File: config.mk
export PLATFORM = sky130hd
export DESIGN_NAME = entity_mask_table_engine_core
export DESIGN_NICKNAME = d
export VERILOG_FILES = /design/src/hdl/emte_pkg.sv /design/src/hdl/emte_ram.sv /design/src/hdl/entity_mask_table_engine_core.sv
export VERILOG_INCLUDE_DIRS = /design/src /design/src/hdl
export SDC_FILE = /design/constraint.sdc
export NUM_CORES = 2
export LEC_CHECK = 0
export BUFFER_PORTS_ARGS = -buffer_cell sky130_fd_sc_hd__buf_2
export CAP_MARGIN = 25
export CORE_MARGIN = 2
export CORE_UTILIZATION = 57
export DETAILED_ROUTE_END_ITERATION = 16
export PLACE_DENSITY = 0.86
export REMOVE_ABC_BUFFERS = 1
export SLEW_MARGIN = 40
export SYNTH_ARGS = -nofsm -noshare
export SYNTH_HDL_FRONTEND = slang
export SYNTH_SLANG_ARGS = --single-unit
File: constraint.sdc
create_clock -name clk -period 5.6 [get_ports clk]
set_input_delay 0.56 -clock clk [delete_from_list [all_inputs] [get_ports clk]]
set_output_delay 0.56 -clock clk [all_outputs]
set_load 0.02 [all_outputs]
File: src/hdl/assert_macros.svh
// Assertion macros shared by the entity mask table RTL.
// Depends on a clock named clk and an active-low reset named rst_n in the including scope.
`ifndef ASSERT_MACROS_SVH
`define ASSERT_MACROS_SVH

// Same-cycle implication, disabled while reset is asserted.
`define ASSERT_SAME(label, ante, cons) \
    label: assert property (@(posedge clk) disable iff (!rst_n) (ante) |-> (cons)) \
        else $error("assertion failed");

// Next-cycle implication, disabled while reset is asserted.
`define ASSERT_NEXT(label, ante, cons) \
    label: assert property (@(posedge clk) disable iff (!rst_n) (ante) |=> (cons)) \
        else $error("assertion failed");

`endif

File: src/hdl/emte_pkg.sv
// Package for the entity mask table engine: field widths, bus layout and codes.
// No dependencies.
package emte_pkg;

    localparam int MAX_ENTITIES_DEF   = 64;
    localparam int NUM_COMPONENTS_DEF = 32;

    localparam int CMD_W    = 3;
    localparam int ID_W     = 6;
    localparam int CID_W    = 5;
    localparam int QM_W     = 32;
    localparam int STATUS_W = 2;

    localparam int EID_LSB   = 0;
    localparam int CID_LSB   = EID_LSB + ID_W;
    localparam int QM_LSB    = CID_LSB + CID_W;
    localparam int S_TDATA_W = 48;
    localparam int M_TDATA_W = 8;

    typedef enum logic [CMD_W-1:0] {
        CMD_CREATE = 3'd0,
        CMD_ADD    = 3'd1,
        CMD_REMOVE = 3'd2,
        CMD_HAS    = 3'd3,
        CMD_KILL   = 3'd4,
        CMD_QUERY  = 3'd5
    } cmd_t;

    typedef enum logic [STATUS_W-1:0] {
        ST_OK      = 2'd0,
        ST_FULL    = 2'd1,
        ST_NOMATCH = 2'd2,
        ST_DEAD    = 2'd3
    } status_t;

    typedef enum logic [1:0] {
        S_IDLE,
        S_EXEC,
        S_SCAN,
        S_FIN
    } state_t;

endpackage

File: src/hdl/emte_ram.sv
// Generic single-port-write, single-port-read RAM with a registered read.
// No dependencies.
module emte_ram #(
    parameter int WIDTH = 8,
    parameter int DEPTH = 64
) (
    input  logic                         clk,
    input  logic                         we,
    input  logic [$clog2(DEPTH)-1:0]     waddr,
    input  logic [WIDTH-1:0]             wdata,
    input  logic                         re,
    input  logic [$clog2(DEPTH)-1:0]     raddr,
    output logic [WIDTH-1:0]             rdata
);

    logic [WIDTH-1:0] mem_reg [DEPTH];
    logic [WIDTH-1:0] rdata_reg;

    always_ff @(posedge clk)
    begin
        if (we)
        begin
            mem_reg[waddr] <= wdata;
        end
        if (re)
        begin
            rdata_reg <= mem_reg[raddr];
        end
    end

    assign rdata = rdata_reg;

endmodule

File: src/hdl/entity_mask_table_engine_core.sv
// Entity mask table engine: alive bits, component masks in RAM, free-id stack in RAM.
// Depends on emte_pkg, emte_ram and assert_macros.svh.
//
// Commands arrive as transactions on the s_ group: s_tuser holds the command code and
// s_tdata the entity id, component id and query mask. Results leave as transactions on
// the m_ group: m_tdata holds the result id and has bit, m_tuser the status, and m_tlast
// marks the final result of a command.
// One command is in work at a time. Create, add, remove, has and kill read the mask
// and stack RAMs at acceptance and load their single result into the output register
// in the execute state once that register is free, when s_tready also returns; no new
// command is taken before then. A query reads one mask entry per cycle from the mask
// RAM, unless a stalled receiver holds it, for every id below the high-water mark;
// its final result and s_tready return together.
// A match is held back one step so that m_tlast can be set on the final one; a query
// with no match gives one result with the no-match status.
// The output register frees the input side: a new command is accepted while a result
// still waits. When the receiver stalls, the engine holds its work until the output
// register is free. Reset clears all alive bits, the free count and the high-water
// mark at once; the RAMs need no clearing.
`include "assert_macros.svh"

module entity_mask_table_engine_core #(
    parameter int MAX_ENTITIES   = emte_pkg::MAX_ENTITIES_DEF,
    parameter int NUM_COMPONENTS = emte_pkg::NUM_COMPONENTS_DEF
) (
    input  logic                           clk,
    input  logic                           rst_n,
    input  logic                           s_tvalid,
    output logic                           s_tready,
    // target id [5:0], component bit [10:6], query mask [42:11], zero fill
    input  logic [emte_pkg::S_TDATA_W-1:0] s_tdata,
    // cmd [2:0]
    input  logic [emte_pkg::CMD_W-1:0]     s_tuser,
    output logic                           m_tvalid,
    input  logic                           m_tready,
    // result_id [5:0], has_bit [6], zero fill
    output logic [emte_pkg::M_TDATA_W-1:0] m_tdata,
    // status [1:0]
    output logic [emte_pkg::STATUS_W-1:0]  m_tuser,
    output logic                           m_tlast
);

    import emte_pkg::*;

    localparam int IDX_W = $clog2(MAX_ENTITIES);
    localparam int CNT_W = $clog2(MAX_ENTITIES + 1);
    localparam logic [ID_W:0]    MAX_ID  = (ID_W + 1)'(MAX_ENTITIES);
    localparam logic [CID_W:0]   MAX_CID = (CID_W + 1)'(NUM_COMPONENTS);
    localparam logic [CNT_W-1:0] MAX_CNT = CNT_W'(MAX_ENTITIES);

    state_t                    state_reg, state_next;
    cmd_t                      cmd_reg, cmd_next;
    logic [ID_W-1:0]           eid_reg, eid_next;
    logic [CID_W-1:0]          cid_reg, cid_next;
    logic [QM_W-1:0]           qm_reg, qm_next;
    logic [MAX_ENTITIES-1:0]   alive_reg, alive_next;
    logic [CNT_W-1:0]          free_count_reg, free_count_next;
    logic [CNT_W-1:0]          high_water_reg, high_water_next;
    logic [CNT_W-1:0]          rd_idx_reg, rd_idx_next;
    logic                      ev_valid_reg, ev_valid_next;
    logic [IDX_W-1:0]          ev_idx_reg, ev_idx_next;
    logic                      hold_valid_reg, hold_valid_next;
    logic [IDX_W-1:0]          hold_id_reg, hold_id_next;
    logic                      m_tvalid_reg, m_tvalid_next;
    logic [ID_W-1:0]           out_id_reg, out_id_next;
    logic                      out_hb_reg, out_hb_next;
    status_t                   out_st_reg, out_st_next;
    logic                      out_last_reg, out_last_next;

    logic                      mask_we, mask_re;
    logic [IDX_W-1:0]          mask_waddr, mask_raddr;
    logic [NUM_COMPONENTS-1:0] mask_wdata, mask_rdata;
    logic                      stk_we, stk_re;
    logic [IDX_W-1:0]          stk_waddr, stk_raddr;
    logic [IDX_W-1:0]          stk_wdata, stk_rdata;

    logic                      out_free;
    logic                      accept;
    logic [CNT_W-1:0]          fc_dec;
    logic                      eok, cok;
    logic [IDX_W-1:0]          eidx;
    logic [NUM_COMPONENTS-1:0] comp_bit;
    logic [QM_W-1:0]           mask_ext;
    logic                      match, more, blocked;
    logic [IDX_W-1:0]          new_id;
    logic                      full;

    emte_ram #(
        .WIDTH (NUM_COMPONENTS),
        .DEPTH (MAX_ENTITIES)
    ) u_mask_ram (
        .clk   (clk),
        .we    (mask_we),
        .waddr (mask_waddr),
        .wdata (mask_wdata),
        .re    (mask_re),
        .raddr (mask_raddr),
        .rdata (mask_rdata)
    );

    emte_ram #(
        .WIDTH (IDX_W),
        .DEPTH (MAX_ENTITIES)
    ) u_stack_ram (
        .clk   (clk),
        .we    (stk_we),
        .waddr (stk_waddr),
        .wdata (stk_wdata),
        .re    (stk_re),
        .raddr (stk_raddr),
        .rdata (stk_rdata)
    );

    assign out_free = !m_tvalid_reg || m_tready;
    assign accept   = s_tvalid && s_tready;
    assign fc_dec   = free_count_reg - CNT_W'(1);
    assign eok      = {1'b0, eid_reg} < MAX_ID;
    assign cok      = {1'b0, cid_reg} < MAX_CID;
    assign eidx     = eid_reg[IDX_W-1:0];
    assign comp_bit = NUM_COMPONENTS'(1) << cid_reg;
    assign mask_ext = QM_W'(mask_rdata);
    assign match    = ev_valid_reg && alive_reg[ev_idx_reg] && ((mask_ext & qm_reg) == qm_reg);
    assign more     = rd_idx_reg < high_water_reg;
    assign blocked  = match && hold_valid_reg && !out_free;
    assign full     = (free_count_reg == '0) && (high_water_reg == MAX_CNT);
    assign new_id   = (free_count_reg != '0) ? stk_rdata : high_water_reg[IDX_W-1:0];

    always_comb
    begin
        state_next = state_reg;
        unique case (state_reg)
            S_IDLE:
            begin
                if (accept)
                begin
                    state_next = S_EXEC;
                end
            end
            S_EXEC:
            begin
                if (cmd_reg == CMD_QUERY)
                begin
                    state_next = S_SCAN;
                end
                else if (out_free)
                begin
                    state_next = S_IDLE;
                end
            end
            S_SCAN:
            begin
                if (!ev_valid_reg && !more)
                begin
                    state_next = S_FIN;
                end
            end
            S_FIN:
            begin
                if (out_free)
                begin
                    state_next = S_IDLE;
                end
            end
            default:
            begin
                state_next = S_IDLE;
            end
        endcase
    end

    always_comb
    begin
        s_tready        = (state_reg == S_IDLE);
        cmd_next        = cmd_reg;
        eid_next        = eid_reg;
        cid_next        = cid_reg;
        qm_next         = qm_reg;
        alive_next      = alive_reg;
        free_count_next = free_count_reg;
        high_water_next = high_water_reg;
        rd_idx_next     = rd_idx_reg;
        ev_valid_next   = ev_valid_reg;
        ev_idx_next     = ev_idx_reg;
        hold_valid_next = hold_valid_reg;
        hold_id_next    = hold_id_reg;
        out_id_next     = out_id_reg;
        out_hb_next     = out_hb_reg;
        out_st_next     = out_st_reg;
        out_last_next   = out_last_reg;
        m_tvalid_next   = m_tready ? 1'b0 : m_tvalid_reg;
        mask_we         = 1'b0;
        mask_waddr      = eidx;
        mask_wdata      = '0;
        mask_re         = 1'b0;
        mask_raddr      = s_tdata[EID_LSB +: IDX_W];
        stk_we          = 1'b0;
        stk_waddr       = free_count_reg[IDX_W-1:0];
        stk_wdata       = eidx;
        stk_re          = 1'b0;
        stk_raddr       = fc_dec[IDX_W-1:0];

        unique case (state_reg)
            S_IDLE:
            begin
                if (accept)
                begin
                    cmd_next = cmd_t'(s_tuser);
                    eid_next = s_tdata[EID_LSB +: ID_W];
                    cid_next = s_tdata[CID_LSB +: CID_W];
                    qm_next  = s_tdata[QM_LSB +: QM_W];
                    mask_re  = 1'b1;
                    stk_re   = 1'b1;
                end
            end
            S_EXEC:
            begin
                rd_idx_next     = '0;
                ev_valid_next   = 1'b0;
                hold_valid_next = 1'b0;
                if (cmd_reg != CMD_QUERY && out_free)
                begin
                    m_tvalid_next = 1'b1;
                    out_id_next   = eid_reg;
                    out_hb_next   = 1'b0;
                    out_st_next   = ST_OK;
                    out_last_next = 1'b1;
                    case (cmd_reg)
                        CMD_CREATE:
                        begin
                            if (full)
                            begin
                                out_st_next = ST_FULL;
                            end
                            else
                            begin
                                if (free_count_reg != '0)
                                begin
                                    free_count_next = fc_dec;
                                end
                                else
                                begin
                                    high_water_next = high_water_reg + CNT_W'(1);
                                end
                                mask_we            = 1'b1;
                                mask_waddr         = new_id;
                                mask_wdata         = '0;
                                alive_next[new_id] = 1'b1;
                                out_id_next        = ID_W'(new_id);
                            end
                        end
                        CMD_ADD:
                        begin
                            mask_we    = eok && cok;
                            mask_wdata = mask_rdata | comp_bit;
                        end
                        CMD_REMOVE:
                        begin
                            mask_we    = eok && cok;
                            mask_wdata = mask_rdata & ~comp_bit;
                        end
                        CMD_HAS:
                        begin
                            out_hb_next = eok && cok && |(mask_rdata & comp_bit);
                        end
                        CMD_KILL:
                        begin
                            if (eok && alive_reg[eidx])
                            begin
                                alive_next[eidx] = 1'b0;
                                mask_we          = 1'b1;
                                mask_wdata       = '0;
                                if (free_count_reg < MAX_CNT)
                                begin
                                    stk_we          = 1'b1;
                                    free_count_next = free_count_reg + CNT_W'(1);
                                end
                            end
                            else
                            begin
                                out_st_next = ST_DEAD;
                            end
                        end
                        default:
                        begin
                            out_st_next = ST_OK;
                        end
                    endcase
                end
            end
            S_SCAN:
            begin
                mask_raddr = rd_idx_reg[IDX_W-1:0];
                if (!blocked)
                begin
                    if (match)
                    begin
                        if (hold_valid_reg)
                        begin
                            m_tvalid_next = 1'b1;
                            out_id_next   = ID_W'(hold_id_reg);
                            out_hb_next   = 1'b0;
                            out_st_next   = ST_OK;
                            out_last_next = 1'b0;
                        end
                        hold_valid_next = 1'b1;
                        hold_id_next    = ev_idx_reg;
                    end
                    if (more)
                    begin
                        mask_re       = 1'b1;
                        ev_valid_next = 1'b1;
                        ev_idx_next   = rd_idx_reg[IDX_W-1:0];
                        rd_idx_next   = rd_idx_reg + CNT_W'(1);
                    end
                    else
                    begin
                        ev_valid_next = 1'b0;
                    end
                end
            end
            S_FIN:
            begin
                if (out_free)
                begin
                    m_tvalid_next = 1'b1;
                    out_hb_next   = 1'b0;
                    out_last_next = 1'b1;
                    if (hold_valid_reg)
                    begin
                        out_id_next = ID_W'(hold_id_reg);
                        out_st_next = ST_OK;
                    end
                    else
                    begin
                        out_id_next = '0;
                        out_st_next = ST_NOMATCH;
                    end
                end
            end
            default:
            begin
                s_tready = 1'b0;
            end
        endcase
    end

    always_ff @(posedge clk or negedge rst_n)
    begin
        if (!rst_n)
        begin
            state_reg      <= S_IDLE;
            alive_reg      <= '0;
            free_count_reg <= '0;
            high_water_reg <= '0;
            ev_valid_reg   <= 1'b0;
            hold_valid_reg <= 1'b0;
            m_tvalid_reg   <= 1'b0;
        end
        else
        begin
            state_reg      <= state_next;
            alive_reg      <= alive_next;
            free_count_reg <= free_count_next;
            high_water_reg <= high_water_next;
            ev_valid_reg   <= ev_valid_next;
            hold_valid_reg <= hold_valid_next;
            m_tvalid_reg   <= m_tvalid_next;
        end
    end

    always_ff @(posedge clk)
    begin
        cmd_reg      <= cmd_next;
        eid_reg      <= eid_next;
        cid_reg      <= cid_next;
        qm_reg       <= qm_next;
        rd_idx_reg   <= rd_idx_next;
        ev_idx_reg   <= ev_idx_next;
        hold_id_reg  <= hold_id_next;
        out_id_reg   <= out_id_next;
        out_hb_reg   <= out_hb_next;
        out_st_reg   <= out_st_next;
        out_last_reg <= out_last_next;
    end

    assign m_tvalid = m_tvalid_reg;
    assign m_tdata  = {{(M_TDATA_W - ID_W - 1){1'b0}}, out_hb_reg, out_id_reg};
    assign m_tuser  = out_st_reg;
    assign m_tlast  = out_last_reg;

    `ASSERT_SAME(a_free_below_hw, 1'b1, free_count_reg <= high_water_reg)
    `ASSERT_NEXT(a_accept_to_exec, s_tvalid && s_tready, state_reg == S_EXEC)
    `ASSERT_SAME(a_nomatch_is_last, m_tvalid && (m_tuser == ST_NOMATCH), m_tlast)

endmodule
==> flow_metrics.py <==
metrics = {
    "outcome": {
        "status": "completed",
    },
    "detailed_routing": {
        "drc": 0,
        "postRouteAntennaNets": 0,
        "drt_iter0_drc": 13100,
        "post_drt_wl_per_cell_um": 38.1,
        "num_vias": 64800,
        "wirelength_um": 331000,
        "vias_per_cell": 7.48,
        "dr.pass1.iters": 9,
    },
    "global_route": {
        "antenna_found_initial": 26,
        "grt-ovfl-total": 0,
        "grt_max_degree": 102,
        "grt_pass1_vias": 64200,
        "grt_pass1_wl_um": 465000,
        "grt_usage": 0.352,
    },
    "synth": {
        "synth-main-ff-cell": "edfxtp_1",
        "syn_area_sq_um": 105000,
        "yosys_warnings": 0,
        "synth_top_area_frac": 0.727,
        "synth_top_cell_by_area": "edfxtp_1",
        "syn_avg_cell_area_sq_um": 18.4,
        "yosysSeqAreaShare": 0.747,
        "synth_cells": 5714,
        "async_reset_ff_frac": 0.0316,
        "synthDistinctLibCells": 83,
        "synth-edff-count": 2545,
        "synth-seq-cells": 2628,
        "synth_area_leaders": "edfxtp_1 73%, mux4_2 11%, nand2_1 2.0%",
    },
    "timing": {
        "final_max_slew_viol_count": 0,
        "worstMarginPinSlew_ns": 1.05,
        "period_minus_slack_ns": 5.53,
        "whs_ns": 0.0626,
        "slew_headroom": 0.292,
        "fin_worst_skew_ns": 0.0783,
        "finalHoldViolations": 0,
        "fmax_mhz": 181,
        "setup_ws_ns": 0.0687,
        "rsz0062_at_grt": "false",
        "setup_viol": 0,
        "period_share": 0.988,
    },
    "floorplan": {
        "dieHeight_um": 433,
        "rows": 157,
        "io_pins": 68,
        "dieArea_sq_um": 188000,
        "die_w_um": 433,
        "start_util": 0.574,
        "coreArea_sq_um": 183000,
    },
    "cts": {
        "cts_max_level": 4,
        "clockRootBuffer": "clkbuf_16",
        "clock_latency_ns": 0.94,
        "path_clk_slew_ns": 0.07,
        "cts_tree": "done",
        "clk_path_buf_depth": 3,
        "cts_setup_buffers": 0,
        "cts_made_buffers": 230,
        "cts.sinks": 2628,
    },
    "power_and_ir_drop": {
        "power.leakage_nw": 38.5,
        "swShare": 0.303,
        "p_seq_frac": 0.466,
        "clkPwrFrac": 0.323,
        "p_switching_w": 0.0152,
        "p_int_w": 0.0350,
        "combPwrFrac": 0.211,
        "peakVddDrop_uv": 489,
        "pwr_density_cell_nw_per_um2": 423,
    },
    "setup_path": {
        "worstPathArrival_ns": 6.03,
        "required_ns": 6.10,
        "crit_start": "free_count_reg[0]",
        "endpoint_kind": "flop",
        "worst_r2r_startpoint": "free_count_reg[0]",
        "critPathLaunchType": "flop",
        "worstSetupPathType": "flop to flop",
        "cp_max_fo": 28,
    },
    "final_layout": {
        "final_common_cell": "edfxtp_1",
        "largest_reg_flops": 2048,
        "drive_gt1_frac": 0.224,
        "nets": 6057,
        "syn2layout_area_growth_pct": 12.8,
        "layout.cells.most_common_list": "2,545 x edfxtp_1, 561 x nand2_1, 516 x mux4_2",
    },
    "placement": {
        "globalplace.congestion": 0.947,
        "hpwlAfterDp_um": 172000,
        "port-buffer-count": 61,
        "pre_cts_ws_ns": 0.550,
    },
    "worst_hold_path": {
        "hold_path_startpoint": "s_tvalid",
        "hold_path_class": "input port to flop",
    },
    "flow_run": {
        "maxCapViolations": 0,
    },
}
## layer usage
metal  up-vias  part of all wire  GRT usage
met3      1941              0.16      0.115
met2      7588              0.46      0.546
met1     31500              0.29      0.417
li1      23800                 -          -
met5         -           0.00029          0
met4        14             0.090      0.249
## worst max-delay path: stages, from the launching register on
cell and delay [ns]:
dfrtp_4 0.50, clkinv_1 0.17, ha_4 0.20, or4b_4 0.51
or4_4 0.60, nand3_4 0.20, nor2_2 0.06, a21oi_2 0.61
nand3b_1 0.53, buf_4 0.34, nor3_2 0.66, buf_4 0.70
## cells by family after synthesis
| group | share of synthesized area |
|---|---|
| DFF | 0.747 |
| and+or+nand+nor | 0.0498 |
| AOI/OAI and AO/OA | 0.0551 |
| muxes | 0.128 |
| buffers and inverters | 0.0180 |
| xor gates and xnor gates | 0.00133 |
| adders and majority gates | 0.00131 |
| other | 0.0000357 |
## power groups by stage
stage	clock (W)	sequential (W)	combinational, W
2_1_floorplan	0	0.0237	0.00681
3_3_place_gp	0	0.0237	0.00924
3_5_place_dp	0	0.0237	0.00973
4_1_cts	0.0160	0.0233	0.0101
5_1_grt	0.0168	0.0233	0.0108
6_report	0.0162	0.0234	0.0106
## metrics by stage
stage | util | std cells | instance area (sq um) | power, W | TNS, ns
global route | 0.648 | 8659 | 119000 | 0.0509 | 0
detailed placement | 0.604 | 8173 | 111000 | 0.0334 | 0
finish | 0.648 | 8669 | 119000 | 0.0502 | 0
floorplan | - | 5365 | 104000 | 0.0305 | -8672.97
CTS | 0.647 | 8651 | 118000 | 0.0493 | 0
global placement | 0.602 | 8149 | 110000 | 0.0329 | 0
## worst paths after layout
kind                                         endpoint  slack (ns)  cells after the start
max in group asynchronous               alive_reg[57]        4.70                      3
min                                      state_reg[0]        0.06                      3
max reg2reg                u_mask_ram.mem_reg[33][28]        0.07                     11
min reg2reg                             out_id_reg[1]        0.52                      2
min in group asynchronous           free_count_reg[4]        0.36                      3
max                        u_mask_ram.mem_reg[33][28]        0.07                     11
## layout make-up
class / instances / area (sq um)
inverters: 77 / 289
fillers: 11000 / 64500
flip-flops and latches: 2628 / 78500
multi-input cells: 2660 / 25700
clock inverters: 152 / 1450
diodes: 14 / 35.0
clock buffers: 280 / 6010
repair buffers: 394 / 3500
well taps: 2464 / 3080
## what timing repair did
item                                   CTS  global route
hold buffers                            46             1
endpoints found under the hold margin  127             1
resized for setup                        0             0
## synth_stat cells, drive strengths merged, types with 35 or more instances
master	count
a31oi	66
a21oi	166
o21ai	128
nand3	92
a2111oi	44
dfrtp	83
a22o	35
nor3	89
mux2i	169
inv	76
nor2b	42
mux4	516
a21o	41
o31ai	40
a211oi	92
buf	180
edfxtp	2545
clkbuf	169
nor2	174
o22ai	47
nand2	563
No activity file was read; power rests on OpenSTA's default activity.
